$ cat src/sv/crc8fr_pkg.sv
// Types, constants and the CRC-8 byte update for the frame receiver.
package crc8fr_pkg;

  localparam logic [7:0] CrcPoly = 8'h07;
  localparam logic [7:0] CrcInit = 8'h00;

  localparam logic [7:0] StartMarkerReset = 8'hAA;
  localparam logic [7:0] EndMarkerReset   = 8'h55;

  // Configuration register indexes
  localparam logic CfgStartMarker = 1'b0;
  localparam logic CfgEndMarker   = 1'b1;

  // Frame byte positions after the start marker
  localparam logic [2:0] PosId   = 3'd1;
  localparam logic [2:0] PosPay0 = 3'd2;
  localparam logic [2:0] PosPay1 = 3'd3;
  localparam logic [2:0] PosPay2 = 3'd4;
  localparam logic [2:0] PosPay3 = 3'd5;
  localparam logic [2:0] PosCrc  = 3'd6;
  localparam logic [2:0] PosEnd  = 3'd7;

  typedef struct packed {
    logic clear;
    logic update;
  } crc_ctrl_t;

  // One byte through the MSB-first CRC-8 shift network.
  function automatic logic [7:0] crc8_step(input logic [7:0] crc, input logic [7:0] b);
    logic [7:0] v;
    v = crc ^ b;
    for (int k = 0; k < 8; k++) begin
      if (v[7]) begin
        v = {v[6:0], 1'b0} ^ CrcPoly;
      end else begin
        v = {v[6:0], 1'b0};
      end
    end
    return v;
  endfunction

endpackage

$ cat src/sv/crc8fr_crc.sv
// Running CRC-8 register, cleared at frame start and updated per data byte.
module crc8fr_crc (
  input  logic                   clk_i,
  input  logic                   rst_ni,
  input  crc8fr_pkg::crc_ctrl_t  ctrl_i,
  input  logic [7:0]             byte_i,
  output logic [7:0]             crc_o
);

  logic [7:0] crc_q, crc_d;

  always_comb begin
    crc_d = crc_q;
    if (ctrl_i.clear) begin
      crc_d = crc8fr_pkg::CrcInit;
    end else if (ctrl_i.update) begin
      crc_d = crc8fr_pkg::crc8_step(crc_q, byte_i);
    end
  end

  always_ff @(posedge clk_i or negedge rst_ni) begin
    if (!rst_ni) begin
      crc_q <= crc8fr_pkg::CrcInit;
    end else begin
      crc_q <= crc_d;
    end
  end

  assign crc_o = crc_q;

endmodule

$ cat src/sv/crc8_frame_receiver.sv
// A good frame's result shows on out_valid_o in the cycle after its end byte is taken.
// Throughput: one rx byte per cycle while in_ready_o is high; the CRC step is one unrolled XOR network per byte.
// in_ready_o drops only while a result waits in the output register and out_ready_i is low.
// Reset: idle, byte count and CRC cleared, no result pending, markers 0xAA / 0x55.
// Held frame fields carry no reset; each is written within a frame before it is read.
module crc8_frame_receiver (
  input  logic        clk_i,
  input  logic        rst_ni,
  input  logic        cfg_we_i,
  input  logic        cfg_idx_i,
  input  logic [7:0]  cfg_data_i,
  input  logic        in_valid_i,
  output logic        in_ready_o,
  input  logic [7:0]  rx_byte_i,
  output logic        out_valid_o,
  input  logic        out_ready_i,
  output logic [7:0]  msg_id_o,
  output logic [31:0] payload_o
);

  logic [7:0]  start_marker_q, end_marker_q;
  logic        in_frame_q, in_frame_d;
  logic [2:0]  pos_q, pos_d;
  logic [7:0]  held_id_q, held_id_d;
  logic [31:0] held_payload_q, held_payload_d;
  logic [7:0]  held_crc_q, held_crc_d;
  logic        out_valid_q, out_valid_d;
  logic [7:0]  msg_id_q;
  logic [31:0] payload_q;
  logic        accept, emit;
  logic [7:0]  crc;
  crc8fr_pkg::crc_ctrl_t crc_ctrl;

  assign in_ready_o = !out_valid_q || out_ready_i;
  assign accept     = in_valid_i && in_ready_o;

  crc8fr_crc u_crc (
    .clk_i  (clk_i),
    .rst_ni (rst_ni),
    .ctrl_i (crc_ctrl),
    .byte_i (rx_byte_i),
    .crc_o  (crc)
  );

  always_comb begin
    in_frame_d     = in_frame_q;
    pos_d          = pos_q;
    held_id_d      = held_id_q;
    held_payload_d = held_payload_q;
    held_crc_d     = held_crc_q;
    crc_ctrl       = '0;
    emit           = 1'b0;
    if (accept) begin
      if (!in_frame_q) begin
        if (rx_byte_i == start_marker_q) begin
          in_frame_d     = 1'b1;
          pos_d          = crc8fr_pkg::PosId;
          crc_ctrl.clear = 1'b1;
        end
      end else begin
        pos_d = pos_q + 3'd1;
        case (pos_q)
          crc8fr_pkg::PosId: begin
            held_id_d       = rx_byte_i;
            crc_ctrl.update = 1'b1;
          end
          crc8fr_pkg::PosPay0: begin
            held_payload_d[7:0] = rx_byte_i;
            crc_ctrl.update     = 1'b1;
          end
          crc8fr_pkg::PosPay1: begin
            held_payload_d[15:8] = rx_byte_i;
            crc_ctrl.update      = 1'b1;
          end
          crc8fr_pkg::PosPay2: begin
            held_payload_d[23:16] = rx_byte_i;
            crc_ctrl.update       = 1'b1;
          end
          crc8fr_pkg::PosPay3: begin
            held_payload_d[31:24] = rx_byte_i;
            crc_ctrl.update       = 1'b1;
          end
          crc8fr_pkg::PosCrc: begin
            held_crc_d = rx_byte_i;
          end
          crc8fr_pkg::PosEnd: begin
            in_frame_d = 1'b0;
            pos_d      = 3'd0;
            emit       = (rx_byte_i == end_marker_q) && (crc == held_crc_q);
          end
          default: begin
            // count of zero inside a frame: just advance
          end
        endcase
      end
    end
  end

  assign out_valid_d = emit || (out_valid_q && !out_ready_i);

  always_ff @(posedge clk_i or negedge rst_ni) begin
    if (!rst_ni) begin
      start_marker_q <= crc8fr_pkg::StartMarkerReset;
      end_marker_q   <= crc8fr_pkg::EndMarkerReset;
      in_frame_q     <= 1'b0;
      pos_q          <= 3'd0;
      out_valid_q    <= 1'b0;
    end else begin
      if (cfg_we_i) begin
        if (cfg_idx_i == crc8fr_pkg::CfgStartMarker) begin
          start_marker_q <= cfg_data_i;
        end
        if (cfg_idx_i == crc8fr_pkg::CfgEndMarker) begin
          end_marker_q <= cfg_data_i;
        end
      end
      in_frame_q  <= in_frame_d;
      pos_q       <= pos_d;
      out_valid_q <= out_valid_d;
    end
  end

  always_ff @(posedge clk_i) begin
    held_id_q      <= held_id_d;
    held_payload_q <= held_payload_d;
    held_crc_q     <= held_crc_d;
    if (emit) begin
      msg_id_q  <= held_id_q;
      payload_q <= held_payload_q;
    end
  end

  assign out_valid_o = out_valid_q;
  assign msg_id_o    = msg_id_q;
  assign payload_o   = payload_q;

endmodule

$ cat config.mk
export PLATFORM = sky130hd
export DESIGN_NAME = crc8_frame_receiver
export DESIGN_NICKNAME = d
export VERILOG_FILES = /design/src/sv/crc8fr_pkg.sv /design/src/sv/crc8fr_crc.sv /design/src/sv/crc8_frame_receiver.sv
export SDC_FILE = /design/constraint.sdc
export NUM_CORES = 1
export LEC_CHECK = 0
export BUFFER_PORTS_ARGS = -buffer_cell sky130_fd_sc_hd__buf_2
export CAP_MARGIN = 20
export CORE_ASPECT_RATIO = 1.4
export CORE_UTILIZATION = 35
export CTS_CLUSTER_SIZE = 14
export DETAILED_ROUTE_END_ITERATION = 7
export GPL_ROUTABILITY_DRIVEN = 0
export GPL_TIMING_DRIVEN = 0
export SLEW_MARGIN = 25
export SYNTH_ARGS = -nofsm -noshare
export SYNTH_HDL_FRONTEND = slang
export SYNTH_HIERARCHICAL = 1
export SYNTH_SLANG_ARGS = --single-unit
$ cat constraint.sdc
create_clock -name clk_i -period 10.3 [get_ports clk_i]
set_input_delay 0.515 -clock clk_i [delete_from_list [all_inputs] [get_ports clk_i]]
set_output_delay 0.515 -clock clk_i [all_outputs]
set_load 0.005 [all_outputs]
# == Yosys cells after proc, flatten, opt, wreduce, memory -nomap -nowiden ==
# Index checks and enable logic that the tools add are counted.
# totals
reg_bits,117
in_bits,22
output_inout_bits,42
wordCells,91
# op_classes
n_addsub,1
n_eq_ne,10
muxes,37
n_bitwise,10
reduce_logical,19
# op_table
cell,n
8-bit two-way mux,16
3-bit two-way mux,11
8-bit == test,3
3-bit NOT,8
3-bit AND reduction,6
3-bit == test (second input constant),4
1-bit two-way mux,9
8-bit bitwise XOR,1
3-bit by 2-bit == test with 1-bit output (second input constant),2
2-bit AND reduction,3
5-bit OR reduction,1
2-bit nonzero test,2
3-bit by 1-bit adder with 3-bit output (second input constant),1
3-bit by 1-bit == test with 1-bit output (second input constant),1
1-bit logical AND,3
1-bit logical NOT,2
1-bit logical OR,2
2-bit two-way mux,1
1-bit NOT,1

# == Depth between registers and ports, before layout ==
# depth
word_depth,35
depth_mapped,9
mapped_depth_nobuf,9

# == Hierarchy ==
# The synthesis kept the hierarchy.
# by_module_without_submodules
module,instances,cells_each,area_each_um2,seq_area_each_um2
crc8_frame_receiver,1,196,3908.7,3178.0
crc8fr_crc,1,57,636.9,200.2

# == Worst setup path after synthesis ==
# OpenSTA, ideal clock, no wires.
# synth_timing
path_type,input port to flip-flop
startpoint,in rx_byte_i[7]
endpoint,"reg msg_id_q[0] (netlist: msg_id_o[0]), enable pin"
setup_time_ps,487
arrival_time_ps,3801
required_time_ps,9813
setup_slack_ps,6012
stages,4
path_buffers,0
path_cell_list,xor2_1 nor4_2 nand2_1 nor3_1
# synth_between
elab_chain_len,5
# synth_rtl
element,line_no,source
start: declaration,crc8_frame_receiver.sv:14,"input logic [7:0] rx_byte_i,"
8-bit == test,crc8_frame_receiver.sv:89,emit = (rx_byte_i == end_marker_q) && (crc == held_crc_q);
1-bit logical AND,crc8_frame_receiver.sv:89,
1-bit two-way mux,crc8_frame_receiver.sv:62,case (pos_q)
1-bit two-way mux,crc8_frame_receiver.sv:54,if (!in_frame_q) begin
1-bit two-way mux,crc8_frame_receiver.sv:53,if (accept) begin
via emit,crc8_frame_receiver.sv:30,"logic accept, emit;"
end signal: assignment,crc8_frame_receiver.sv:128,msg_id_q <= held_id_q;
end: declaration,crc8_frame_receiver.sv:28,logic [7:0] msg_id_q;
# The timed path passes the listed nets, and every way through them passes these cells.
# A chain may end at the register's enable or synchronous reset.

# == Worst setup path in the final report ==
# layout_timing
startpoint,reg u_crc.crc_q[6] (netlist: u_crc/crc_o[6])
endpoint,"reg payload_q[12] (netlist: payload_o[12]), enable pin"
# layout_between
elab_chain_len,5
# layout_rtl
element,line_no,source
start: declaration,crc8fr_crc.sv:10,"logic [7:0] crc_q, crc_d;"
start signal: assignment,crc8fr_crc.sv:23,crc_q <= crc8fr_pkg::CrcInit;
start signal: assignment,crc8fr_crc.sv:25,crc_q <= crc_d;
8-bit == test,crc8_frame_receiver.sv:89,
1-bit logical AND,crc8_frame_receiver.sv:89,
1-bit two-way mux,crc8_frame_receiver.sv:62,
1-bit two-way mux,crc8_frame_receiver.sv:54,
1-bit two-way mux,crc8_frame_receiver.sv:53,
via emit,crc8_frame_receiver.sv:30,
end signal: assignment,crc8_frame_receiver.sv:129,payload_q <= held_payload_q;
end: declaration,crc8_frame_receiver.sv:29,logic [31:0] payload_q;
# The timed path passes the listed nets, and every way through them passes these cells.

==> results.sh <==
export IMPL_drive_gt1_share_pct=36.2
export IMPL_final_util_pct=45.5
export IMPL_grt_max_degree=30
export IMPL_root_buffer="clkbuf_16"
export IMPL_ys_flop_type="edfxtp_1"
export IMPL_yosysTopAreaCell="edfxtp_1"
export IMPL_die_area_um2=13500
export IMPL_clock_fmax_mhz=403
export IMPL_rsz0062_at_grt="false"
export IMPL_multi_input_area_um2=1130
export IMPL_slew_viol_final=0
export IMPL_setup_viol=0
export IMPL_swShare_pct=23.4
export IMPL_placed_area_um2=5080
export IMPL_p_seq_share_pct=42.1
export IMPL_maxCapViolations=0
export IMPL_path_clk_slew_ps=50
export IMPL_synth_top_area_share_pct=58.1
export IMPL_synthMuxAreaShare_pct=4.46
export IMPL_p_int_w=0.00106
export IMPL_startpoint="u_crc/crc_o[6]$_DFFE_PN0P_"
export IMPL_ff2ff_setup_slack_ps=7820
export IMPL_synth_commonest_cells="88 x edfxtp_1, 22 x xnor2_1, 21 x dfrtp_1"
export IMPL_area_growth_pct=24.9
export IMPL_critPathMaxFanout=11
export IMPL_crit_family="simple AND/OR/NAND/NOR gates"
export IMPL_pwr_share_comb_pct=15.8
export IMPL_first_iter_violations=110
export IMPL_synth_seq_cells=117
export IMPL_placed_cells=470
export IMPL_gr_total_overflow=0
export IMPL_synth_top_family_by_area="XOR/XNOR gates"
export IMPL_grt_total_usage_pct=13.5
export IMPL_start_util_pct=36.4
export IMPL_cp_end_kind="flip-flop"
export IMPL_synth_net_count=281
export IMPL_fin_crit_sh_pct=24.1
export IMPL_cp_cell_sequence="xor2_1 -> nor4_1 -> nand2_1 -> nor3_2 -> buf_4 -> buf_4 -> buf_4"
export IMPL_dp_final_hpwl_mm=5.51
export IMPL_setup_tns_ps=0
export IMPL_port_buffers=63
export IMPL_status="finished, violations left"
export IMPL_routed_via_density=4.66
export IMPL_die_w_um=98.3
export IMPL_p_sw_w=0.000324
export IMPL_wl_per_cell_um=16.2
export IMPL_post_synth_top_count_cell="edfxtp_1"
export IMPL_avgSynthCellArea_um2=18.0
export IMPL_yosysSeqAreaShare_pct=74.3
export IMPL_violations="design-rule violations"
export IMPL_startpoint_type="flip-flop"
export IMPL_final_nets=367
export IMPL_rows=48
export IMPL_p_leak_nw=2.18
export IMPL_hold_violations=0
export IMPL_critPathMaxStageDelay_ps=450
export IMPL_postRouteAntennaNets=0
export IMPL_num_antenna_cells=0
export IMPL_clock_sinks=117
export IMPL_n_fill_cell=1107
export IMPL_synth_cell_types=41
export IMPL_syn_instance_count=253
export IMPL_vdd_drop_max_mv=0.124
export IMPL_fin_skew_ps=7.67
export IMPL_clkPwrFrac_pct=42.1
export IMPL_netlist_area_um2=4550
export IMPL_cp_slowest_cell="nor3_2"
export IMPL_fin_crit_ps=2480
export IMPL_fin_cells=501
export IMPL_tightest_slew_ps=696
export IMPL_cp_required_ps=10410
export IMPL_critPathBufInv=3
export IMPL_first_global_vias=2420
export IMPL_cts_resized=0
export IMPL_htreeDepth=4
export IMPL_synthArstFlopShare_pct=24.8
export IMPL_synth_compound_area_share_pct=2.53
export IMPL_insertion_delay_ps=400
export IMPL_cpMostUsedCell="buf_4"
export IMPL_yosysWarnings=6
export IMPL_seq_area_um2=3380
export IMPL_synthAdderAreaFrac_pct=1.65
export IMPL_num_vias=2335
export IMPL_post_cts_buffers=0
export IMPL_hold_class="in2async"
export IMPL_grt_antenna_before_repair=0
export IMPL_crit_arrival_ps=2590
export IMPL_dr_pass1_iters=8
export IMPL_clockBufferDepth=2
export IMPL_synthXorXnorAreaFrac_pct=10.7
export IMPL_reg2reg_from="u_crc/crc_o[6]$_DFFE_PN0P_"
export IMPL_crit_type="reg2reg"
export IMPL_power_per_cell_area_nw_per_um2=244
export IMPL_grt_pass1_wl_mm=12.8
export IMPL_maxSlewHeadroom_pct=53.6
export IMPL_cts_buffers=17
export IMPL_synth_simple_area_share_pct=5.45
export IMPL_boundaryPins=64
export IMPL_postCtsHoldBufs=0
export IMPL_fp_dieH_um=137
export IMPL_synth_edff_count=88
export IMPL_routed_wl_mm=8.10
export IMPL_final_cell_area_um2=5680
export IMPL_core_area_um2=12500
export IMPL_drcViolationCount=5
export IMPL_cts_tree="done"
export IMPL_synthTopCellsByArea="edfxtp_1 58%, dfrtp_1 12%, dfstp_2 4.6%"
## power by group through the flow
stage | logic, W | clock network, W | registers (W)
floorplan | 0.000178 | 0 | 0.000582
global placement | 0.000214 | 0 | 0.000592
detailed placement | 0.000218 | 0 | 0.000593
CTS | 0.000220 | 0.000598 | 0.000585
global route | 0.000241 | 0.000621 | 0.000589
finish | 0.000219 | 0.000584 | 0.000584
## layer usage
layer | up-vias | global-route usage, % | wire length [µm]
met5 | - | 0 | 0
met4 | 0 | 6.80 | 151
met3 | 12 | 4.44 | 374
met2 | 63 | 23.5 | 4210
met1 | 1147 | 14.7 | 3360
li1 | 1113 | - | -
## metrics by stage
stage / hold WS (ps) / worst slack (ps) / total power [W]
after CTS: 172 / 7760 / 0.00140
after floorplan: 219 / 6010 / 0.000760
after global routing: 199 / 7570 / 0.00145
after global placement: 403 / 4680 / 0.000806
after detailed placement: 405 / 7360 / 0.000812
final: 158 / 7820 / 0.00139
## sequential cells by signal, indices dropped and copies added, names as in the netlist
signal	cells
held_payload_q	32
payload_o	32
end_marker_q	8
held_crc_q	8
held_id_q	8
msg_id_o	8
start_marker_q	8
u_crc/crc_o	8
pos_q	3
in_frame_q	1
out_valid_o	1
## cell usage in the layout (no fill, tap or decap), types with 5 or more instances in the layout
| master | n |
|---|---|
| and3_1 | 5 |
| buf_2 | 64 |
| clkbuf_16 | 17 |
| clkinv_2 | 5 |
| dfrtp_1 | 21 |
| dfstp_2 | 8 |
| edfxtp_1 | 88 |
| ha_1 | 6 |
| mux2_2 | 16 |
| nand2_1 | 5 |
| nor2_1 | 11 |
| xnor2_1 | 22 |
| xor2_1 | 16 |
## layout make-up
class / count / share of cell area (%)
Buffer: 4 / 0.419
Sequential cell: 117 / 59.5
Clock buffer: 19 / 7.62
Timing Repair Buffer: 67 / 6.08
Inverter: 4 / 0.264
Multi-Input combinational cell: 128 / 20.0
Tap cell: 150 / 3.31
Clock inverter: 12 / 2.84
## worst paths after layout
kind / endpoint / cells past startpoint
max: payload_o[12]$_DFFE_PP_ / 7
min: u_crc/crc_o[2]$_DFFE_PN0P_ / 1
max reg2reg: payload_o[12]$_DFFE_PP_ / 7
min reg2reg: payload_o[9]$_DFFE_PP_ / 0
max in group asynchronous: out_valid_o$_DFF_PN0_ / 1
min in group clk_i: start_marker_q[4]$_DFFE_PN0P_ / 2
## logic make-up after synthesis
kind of cell,after synthesis
flops,117
compound gates,16
fa+ha+maj,6
simple gates,43
buf+inv,8
mux,18
xor+xnor,45
## worst reg2reg max path: cells and delay by family, from the launching register on
family | cells | cell delay, ps
simple gates | 3 | 880
xor+xnor | 1 | 180
buf+inv | 3 | 690
flops | 1 | 440
No activity file was read; power rests on OpenSTA's default activity.
